[config.mk]
export PLATFORM = sky130hd
export DESIGN_NAME = smi_ctrl
export DESIGN_NICKNAME = d
export VERILOG_FILES = /design/src/hw/rtl/smi_pkg.sv /design/src/hw/rtl/smi_ctrl.sv
export SDC_FILE = /design/constraint.sdc
export NUM_CORES = 1
export LEC_CHECK = 0
export BUFFER_PORTS_ARGS = -buffer_cell sky130_fd_sc_hd__buf_2
export CELL_PAD_IN_SITES_DETAIL_PLACEMENT = 1
export CELL_PAD_IN_SITES_GLOBAL_PLACEMENT = 1
export CORE_ASPECT_RATIO = 1.4
export CORE_MARGIN = 2
export CORE_UTILIZATION = 30
export DETAILED_ROUTE_END_ITERATION = 16
export PLACE_DENSITY_LB_ADDON = 0.3
export SLEW_MARGIN = 10
export SYNTH_ARGS = -nofsm -noshare
export SYNTH_HDL_FRONTEND = slang
export SYNTH_SLANG_ARGS = --single-unit
[constraint.sdc]
create_clock -name clk -period 3.77 [get_ports clk]
set_clock_uncertainty 0.15 [all_clocks]
set_input_delay 0 -clock clk [delete_from_list [all_inputs] [get_ports clk]]
set_output_delay 0 -clock clk [all_outputs]
set_load 0.005 [all_outputs]
[src/hw/rtl/smi_pkg.sv]
package smi_pkg;

    localparam int ANGLE_W    = 16;
    localparam int COUNT_W    = 12;
    localparam int COEF_W     = 32;
    localparam int CHAN_W     = 4;
    localparam int MS_W       = 16;
    localparam int TIME_W     = 32;
    localparam int LEN_W      = 26;
    localparam int CFG_IDX_W  = 3;
    localparam int CFG_DATA_W = 32;

    // interpolation quotient is below |delta| < 2^16
    localparam int DIV_STEPS = 16;
    localparam int DIV_CNT_W = $clog2(DIV_STEPS);

    localparam logic [LEN_W-1:0] US_PER_MS = LEN_W'(1000);

    localparam logic signed [ANGLE_W-1:0] ANGLE_FLOOR_RST   = -16'sd18000;
    localparam logic signed [ANGLE_W-1:0] ANGLE_CEILING_RST = 16'sd18000;
    localparam logic [COUNT_W-1:0]        COUNT_FLOOR_RST   = '0;
    localparam logic [COUNT_W-1:0]        COUNT_CEILING_RST = '1;

    // one half in the 32 fractional bit sum
    localparam logic signed [63:0] ROUND_HALF = 64'sd2147483648;

    typedef enum logic [1:0] {
        CMD_TICK   = 2'd0,
        CMD_SET    = 2'd1,
        CMD_STOP   = 2'd2,
        CMD_DIRECT = 2'd3
    } cmd_t;

    typedef enum logic [CFG_IDX_W-1:0] {
        CFG_ANGLE_FLOOR   = 3'd0,
        CFG_ANGLE_CEILING = 3'd1,
        CFG_COUNT_FLOOR   = 3'd2,
        CFG_COUNT_CEILING = 3'd3,
        CFG_COEF_QUAD     = 3'd4,
        CFG_COEF_LIN      = 3'd5,
        CFG_COEF_CONST    = 3'd6,
        CFG_CHANNEL       = 3'd7
    } cfg_idx_t;

    typedef enum logic [2:0] {
        OP_NONE   = 3'd0,
        OP_FINISH = 3'd1,
        OP_REJECT = 3'd2,
        OP_JUMP   = 3'd3,
        OP_START  = 3'd4,
        OP_STOP   = 3'd5,
        OP_DIRECT = 3'd6
    } op_t;

    typedef struct packed {
        logic [1:0]                 cmd;
        logic signed [ANGLE_W-1:0]  goal_angle;
        logic [MS_W-1:0]            move_ms;
        logic [TIME_W-1:0]          now_us;
        logic [COUNT_W-1:0]         direct_count;
    } in_item_t;

    typedef struct packed {
        logic                       pwm_write;
        logic [CHAN_W-1:0]          pwm_channel;
        logic [COUNT_W-1:0]         pwm_count;
        logic                       moving;
        logic                       status;
        logic signed [ANGLE_W-1:0]  angle_now;
    } out_item_t;

    typedef struct packed {
        logic load;
        op_t  op;
        logic mul;
        logic div_step;
        logic interp;
        logic sq;
        logic prod;
        logic sum1;
        logic sum2;
        logic commit;
        logic force_write;
        logic emit;
    } ctl_t;

    typedef struct packed {
        cmd_t cmd;
        logic in_motion;
        logic range_ok;
        logic ms_zero;
        logic done_now;
        logic out_free;
    } sts_t;

endpackage

[src/hw/rtl/smi_ctrl.sv]
module smi_ctrl (
    input  logic          clk,
    input  logic          rst_n,
    input  logic          in_valid,
    input  smi_pkg::sts_t sts,
    output smi_pkg::ctl_t ctl,
    output logic          idle
);

    typedef enum logic [10:0] {
        S_IDLE   = 11'b000_0000_0001,
        S_DECODE = 11'b000_0000_0010,
        S_MUL    = 11'b000_0000_0100,
        S_DIV    = 11'b000_0000_1000,
        S_INTERP = 11'b000_0001_0000,
        S_SQ     = 11'b000_0010_0000,
        S_PROD   = 11'b000_0100_0000,
        S_SUM1   = 11'b000_1000_0000,
        S_SUM2   = 11'b001_0000_0000,
        S_COMMIT = 11'b010_0000_0000,
        S_RESULT = 11'b100_0000_0000
    } state_t;

    state_t                         state_reg, state_next;
    logic [smi_pkg::DIV_CNT_W-1:0]  div_cnt_reg, div_cnt_next;
    logic                           div_last;

    assign div_last = (div_cnt_reg == smi_pkg::DIV_CNT_W'(smi_pkg::DIV_STEPS - 1));
    assign idle     = (state_reg == S_IDLE);

    always_comb
    begin
        state_next      = state_reg;
        div_cnt_next    = div_cnt_reg;
        ctl             = '0;
        ctl.op          = smi_pkg::OP_NONE;
        ctl.force_write = (sts.cmd == smi_pkg::CMD_SET);
        unique case (state_reg)
            S_IDLE:
            begin
                if (in_valid)
                begin
                    ctl.load   = 1'b1;
                    state_next = S_DECODE;
                end
            end
            S_DECODE:
            begin
                unique case (sts.cmd)
                    smi_pkg::CMD_TICK:
                    begin
                        priority if (!sts.in_motion)
                        begin
                            state_next = S_RESULT;
                        end
                        else if (sts.done_now)
                        begin
                            ctl.op     = smi_pkg::OP_FINISH;
                            state_next = S_SQ;
                        end
                        else
                        begin
                            state_next = S_MUL;
                        end
                    end
                    smi_pkg::CMD_SET:
                    begin
                        priority if (!sts.range_ok)
                        begin
                            ctl.op     = smi_pkg::OP_REJECT;
                            state_next = S_RESULT;
                        end
                        else if (sts.ms_zero)
                        begin
                            ctl.op     = smi_pkg::OP_JUMP;
                            state_next = S_SQ;
                        end
                        else
                        begin
                            ctl.op     = smi_pkg::OP_START;
                            state_next = S_RESULT;
                        end
                    end
                    smi_pkg::CMD_STOP:
                    begin
                        ctl.op     = sts.in_motion ? smi_pkg::OP_STOP : smi_pkg::OP_NONE;
                        state_next = S_RESULT;
                    end
                    smi_pkg::CMD_DIRECT:
                    begin
                        ctl.op     = smi_pkg::OP_DIRECT;
                        state_next = S_RESULT;
                    end
                    default:
                    begin
                        state_next = S_RESULT;
                    end
                endcase
            end
            S_MUL:
            begin
                ctl.mul      = 1'b1;
                div_cnt_next = '0;
                state_next   = S_DIV;
            end
            S_DIV:
            begin
                ctl.div_step = 1'b1;
                div_cnt_next = div_cnt_reg + 1'b1;
                if (div_last)
                begin
                    state_next = S_INTERP;
                end
            end
            S_INTERP:
            begin
                ctl.interp = 1'b1;
                state_next = S_SQ;
            end
            S_SQ:
            begin
                ctl.sq     = 1'b1;
                state_next = S_PROD;
            end
            S_PROD:
            begin
                ctl.prod   = 1'b1;
                state_next = S_SUM1;
            end
            S_SUM1:
            begin
                ctl.sum1   = 1'b1;
                state_next = S_SUM2;
            end
            S_SUM2:
            begin
                ctl.sum2   = 1'b1;
                state_next = S_COMMIT;
            end
            S_COMMIT:
            begin
                ctl.commit = 1'b1;
                state_next = S_RESULT;
            end
            S_RESULT:
            begin
                if (sts.out_free)
                begin
                    ctl.emit   = 1'b1;
                    state_next = S_IDLE;
                end
            end
            default:
            begin
                state_next = S_IDLE;
            end
        endcase
    end

    always_ff @(posedge clk or negedge rst_n)
    begin
        if (!rst_n)
        begin
            state_reg   <= S_IDLE;
            div_cnt_reg <= '0;
        end
        else
        begin
            state_reg   <= state_next;
            div_cnt_reg <= div_cnt_next;
        end
    end

endmodule

# --- Yosys cells after proc, flatten, opt, wreduce, memory -nomap -nowiden ---
# Cells that the tools add are included.
# Widths: inputs -> output; s select.
classes:
  add_sub_neg: 1
  eq_ne: 18
  muxes: 29
  reduce_logical: 4
op_table:
  columns: ["operator", "count"]
  rows:
  - ["$pmux 11 s11", 1]
  - ["$mux 11", 6]
  - ["$pmux 11 s3", 1]
  - ["$mux 1", 14]
  - ["$mux 3", 4]
  - ["$pmux 3 s4", 1]
  - ["$eq 11x1->1 const B", 1]
  - ["$eq 11x10->1 const B", 1]
  - ["$eq 11x11->1 const B", 1]
  - ["$eq 11x2->1 const B", 1]
  - ["$eq 11x3->1 const B", 1]
  - ["$eq 11x4->1 const B", 1]
  - ["$eq 11x5->1 const B", 1]
  - ["$eq 11x6->1 const B", 1]
  - ["$eq 11x7->1 const B", 1]
  - ["$eq 11x8->1 const B", 1]
  - ["$eq 11x9->1 const B", 1]
  - ["$pmux 4 s2", 1]
  - ["$mux 6", 1]
  - ["$ne 2x2->1 const B", 3]
  - ["$add 4x1->4 const B", 1]
  - ["$eq 2x2->1 const B", 2]
  - ["$eq 4x4->1 const B", 1]
  - ["$reduce_and 3->1", 1]
  - ["other kinds (4)", 4]
totals:
  register_bits: 15
  word_cells: 54

# --- Longest topological paths before layout ---
depth:
  word_depth: 4
  mapped_depth: 6
  depth_no_buf: 5

# --- Least setup slack after synthesis ---
# OpenSTA, ideal clock, no wires.
synth_path:
  path_kind: "register to register"
  from: "reg state_reg[5]"
  to: "reg state_reg[0]"
  setup_ns: 0.080
  arrival_ns: 1.531
  t_required_ns: 3.540
  setup_slack_ns: 2.010
  stages_incl_launch_ff: 7
  cell_sequence: "dfrtp_1 -> buf_6 -> nor4_4 -> nand2_2 -> o31a_1 -> a21o_1 -> a32o_1"
synth_between:
  elab_chain_cells: 3
  word_cells_on_any_way: 16
  cone_classes: "eq/ne: 14; mux: 1; reduce/logical: 1"
synth_lines:
  columns: ["item", "line_no", "rtl"]
  rows:
  - ["start: declaration", "smi_ctrl.sv:24", "state_t state_reg, state_next;"]
  - ["start signal: assignment", "smi_ctrl.sv:169", "state_reg <= state_next;"]
  - ["$eq 11x4->1 (tied with other cells)", "smi_ctrl.sv:38", "unique case (state_reg)"]
  - ["$ne 2x2->1 (no source line)", null, null]
  - ["$reduce_and 3->1 (no source line)", null, null]
# Several ways; a longest one is shown, not always the timed one.
# A chain may end at the register's enable or synchronous reset.

# --- Final worst setup path ---
layout_path:
  from: "reg state_reg[3]"
  to: "reg state_reg[2]"
# The elaborated chain is that of the path after synthesis.

==> flow_summary.json <==
{
  "placed_cells": 185,
  "cp_slowest_cell": "sky130_fd_sc_hd__dlygate4sd3_1",
  "syn_inst": 127,
  "tritoncts.num_buffers": 3,
  "crit_path_max_fanout": 10,
  "via_count": 1064,
  "initial_core_util_pct": 31.3,
  "rows": 25,
  "timing.final.crit_period_ns": 2.29,
  "fin_setup_tns_ns": 0,
  "placed_cell_area_um2": 1180,
  "synthFlopType": "sky130_fd_sc_hd__dfrtp_1",
  "mappedNetlistNets": 138,
  "fmax_mhz": 436,
  "cap_violations": 0,
  "layout.area.seq_um2": 377,
  "synth-seq-cells": 15,
  "min_period_over_period_pct": 60.8,
  "floorplan.die.width_um": 54.0,
  "viasPerCell": 5.46,
  "r2r_start": "state_reg[3]$_DFFE_PN0P_",
  "drt_first_iter_violations": 12,
  "synth_top_cell_area_share_pct": 33.4,
  "post_synth.cell_area_avg_um2": 8.26,
  "worst-setup-path-type": "flip-flop to flip-flop",
  "netlist_top_cells_count": "sky130_fd_sc_hd__dfrtp_1 (14), sky130_fd_sc_hd__o21ai_0 (11), sky130_fd_sc_hd__nor2_1 (10), sky130_fd_sc_hd__nor4_1 (10)",
  "gp_congestion": 0.789,
  "rsz_0062_raised_after_global_routing": "false",
  "setup.worst_path.end_class": "flip-flop",
  "cts_root_buf": "sky130_fd_sc_hd__clkbuf_8",
  "hold_class": "primary input to flip-flop",
  "worst-slew-pin-transition_ns": 0.427,
  "crit_path_max_incr_delay_ns": 0.58,
  "drive_gt1_share_pct": 21.9,
  "arrival_ns": 2.33,
  "worst_slack_ns": 1.48,
  "io-pin-count": 25,
  "synthDistinctLibCells": 36,
  "synthesis.area_um2": 1050,
  "avgRoutedWirePerCell_um": 14.8,
  "clkSlewWorstSetupHoldPaths_ns": 0.07,
  "finalSetupViolations": 0,
  "slew_violations": 0,
  "io_buffer_count": 24,
  "grt_first_pass_wirelength_um": 4690,
  "cts_resized": 0,
  "tritoncts_num_sinks": 15,
  "run_status": "completed",
  "globalRouteOverflowTotal": 0,
  "routed_wl_um": 2880,
  "fin_cells": 195,
  "yosys.area.top_type": "sky130_fd_sc_hd__dfrtp_1",
  "worst_setup_path_start_kind": "flip-flop",
  "fp.dieH_um": 74.0,
  "num-nets-final": 167,
  "insertedDiodeCount": 0,
  "tritoncts_clock_tree": "built",
  "globalRouteTotalUtil_pct": 15.6,
  "irDropWorstVdd_v": 0.000145,
  "hold_viol": 0,
  "place_hpwl_um": 2190,
  "stdcell_area_um2": 1290,
  "ys_warn_count": 0,
  "hold_path.startpoint": "sts[4]",
  "synthTopCellsByArea": "sky130_fd_sc_hd__dfrtp_1 (33%), sky130_fd_sc_hd__nor4_1 (6.0%), sky130_fd_sc_hd__o21ai_0 (5.3%)",
  "slew_headroom_pct": 71.5,
  "floorplan.die_area_um2": 3990,
  "area_delta_synth_final_pct": 22.7,
  "multi_input_comb_area_um2": 614,
  "synth-edff-count": 0,
  "antenna_found_initial": 0,
  "largest_reg_flops": 11,
  "synth.yosys.seq_area_share_pct": 35.9,
  "cts-root-to-sink-buffers": 2,
  "grt_start_max_net_pins": 16,
  "layout.filler_cells": 406,
  "post-layout-total-power_mw": 0.548,
  "fin_util_pct": 38.4,
  "preCtsSetupSlack_ns": 1.81,
  "static-leakage-power_nw": 0.601,
  "route.detailed.drc": 0,
  "insertion_delay_to_the_later_sink_of_the_worst_skew_pair_ns": 0.25,
  "drtPass1Iterations": 2,
  "timing.critical_path.from": "state_reg[3]$_DFFE_PN0P_",
  "route.antenna.remaining_nets": 0,
  "timing.critical_path.required_ns": 3.81,
  "holdWs_ns": 0.0336,
  "htree_levels": 1,
  "synth_most_common_cell": "sky130_fd_sc_hd__dfrtp_1",
  "first_global_vias": 1053,
  "core_region_area_um2": 3350,
  "cp_cell_sequence": "nor4b_1, nand3_1, nor4_1, dlygate4sd3_1",
  "power_per_cell_area_nw_per_um2": 426,
  "synth-async-reset-ratio_pct": 100
}
==> kinds of logic after synthesis <==
kind of cell	synth area share, %
and+or+nand+nor	39.1
DFF	35.9
AOI/OAI and AO/OA	16.6
adders and majority gates	1.19
xor gates and xnor gates	1.67
buffers and inverters	5.49
==> final timing paths <==
path | depth (start not counted) | endpoint | slack (ns)
min in group asynchronous | 2 | state_reg[7]$_DFFE_PN0P_ | 0.04
worst max register to register | 4 | state_reg[2]$_DFFE_PN0P_ | 1.48
worst min-delay path | 4 | state_reg[10]$_DFFE_PN0P_ | 0.03
worst max-delay path | 4 | state_reg[2]$_DFFE_PN0P_ | 1.48
max in group asynchronous | 2 | state_reg[0]$_DFFE_PN1P_ | 3.12
worst min register to register | 2 | div_cnt_reg[3]$_DFFE_PN0P_ | 0.39
==> critical path, delay by kind of cell (launching register included) <==
| kind | cells | cell delay [ns] |
|---|---|---|
| DFF | 1 | 0.51 |
| and+or+nand+nor | 3 | 0.99 |
| buffers and inverters | 1 | 0.58 |
==> layer usage <==
metal	up-vias	track usage [%]	wire, um
met2	9	29.0	1600
met1	529	17.9	1210
met3	4	1.81	44
met5	-	0	0
li1	522	-	-
met4	0	5.13	29
==> layout by cell type (no fill, tap or decap), drive strengths merged <==
cell type,netlist,routed
dfstp,1,1
and2,1,1
a21o,2,2
nor4,12,12
clkinv,0,1
and4b,1,1
o22ai,1,1
a32o,1,1
or2,2,2
nand2b,4,4
or3,2,2
nor3b,1,1
a21oi,9,9
o31a,1,1
and3,3,3
nand2,10,10
nor3,5,5
clkbuf,4,3
dfrtp,14,14
nand3,7,7
a211oi,2,2
o21ai,11,11
xnor2,1,1
buf,2,24
dlygate4sd3,0,6
a311o,1,1
ha,1,1
nor2b,5,5
xor2,1,1
nor2,10,10
nor4b,5,5
inv,5,5
a22o,1,1
nand4b,1,1
==> layout make-up <==
type                       count  share of cell area (%)
clock buffer                   3                    3.21
clock inverter                 1                   0.389
inverter                       5                    1.46
multi-input combinational    101                    47.8
sequential                    15                    29.3
tap                           40                    3.89
timing repair buffer          30                    14.0
==> power breakdown <==
part	total, mW	internal, mW	leakage, nW	switching [mW]
registers	0.206	0.180	0.205	0.0254
logic	0.207	0.0872	0.371	0.120
clock network	0.135	0.0732	0.0255	0.0621
==> timing repair <==
item | in CTS | in global routing
hold buffers | 6 | 0
buffers inserted | 0 | 0
endpoints found under the hold margin | 19 | 0
Note: power is estimated with default switching activity, not from simulation.
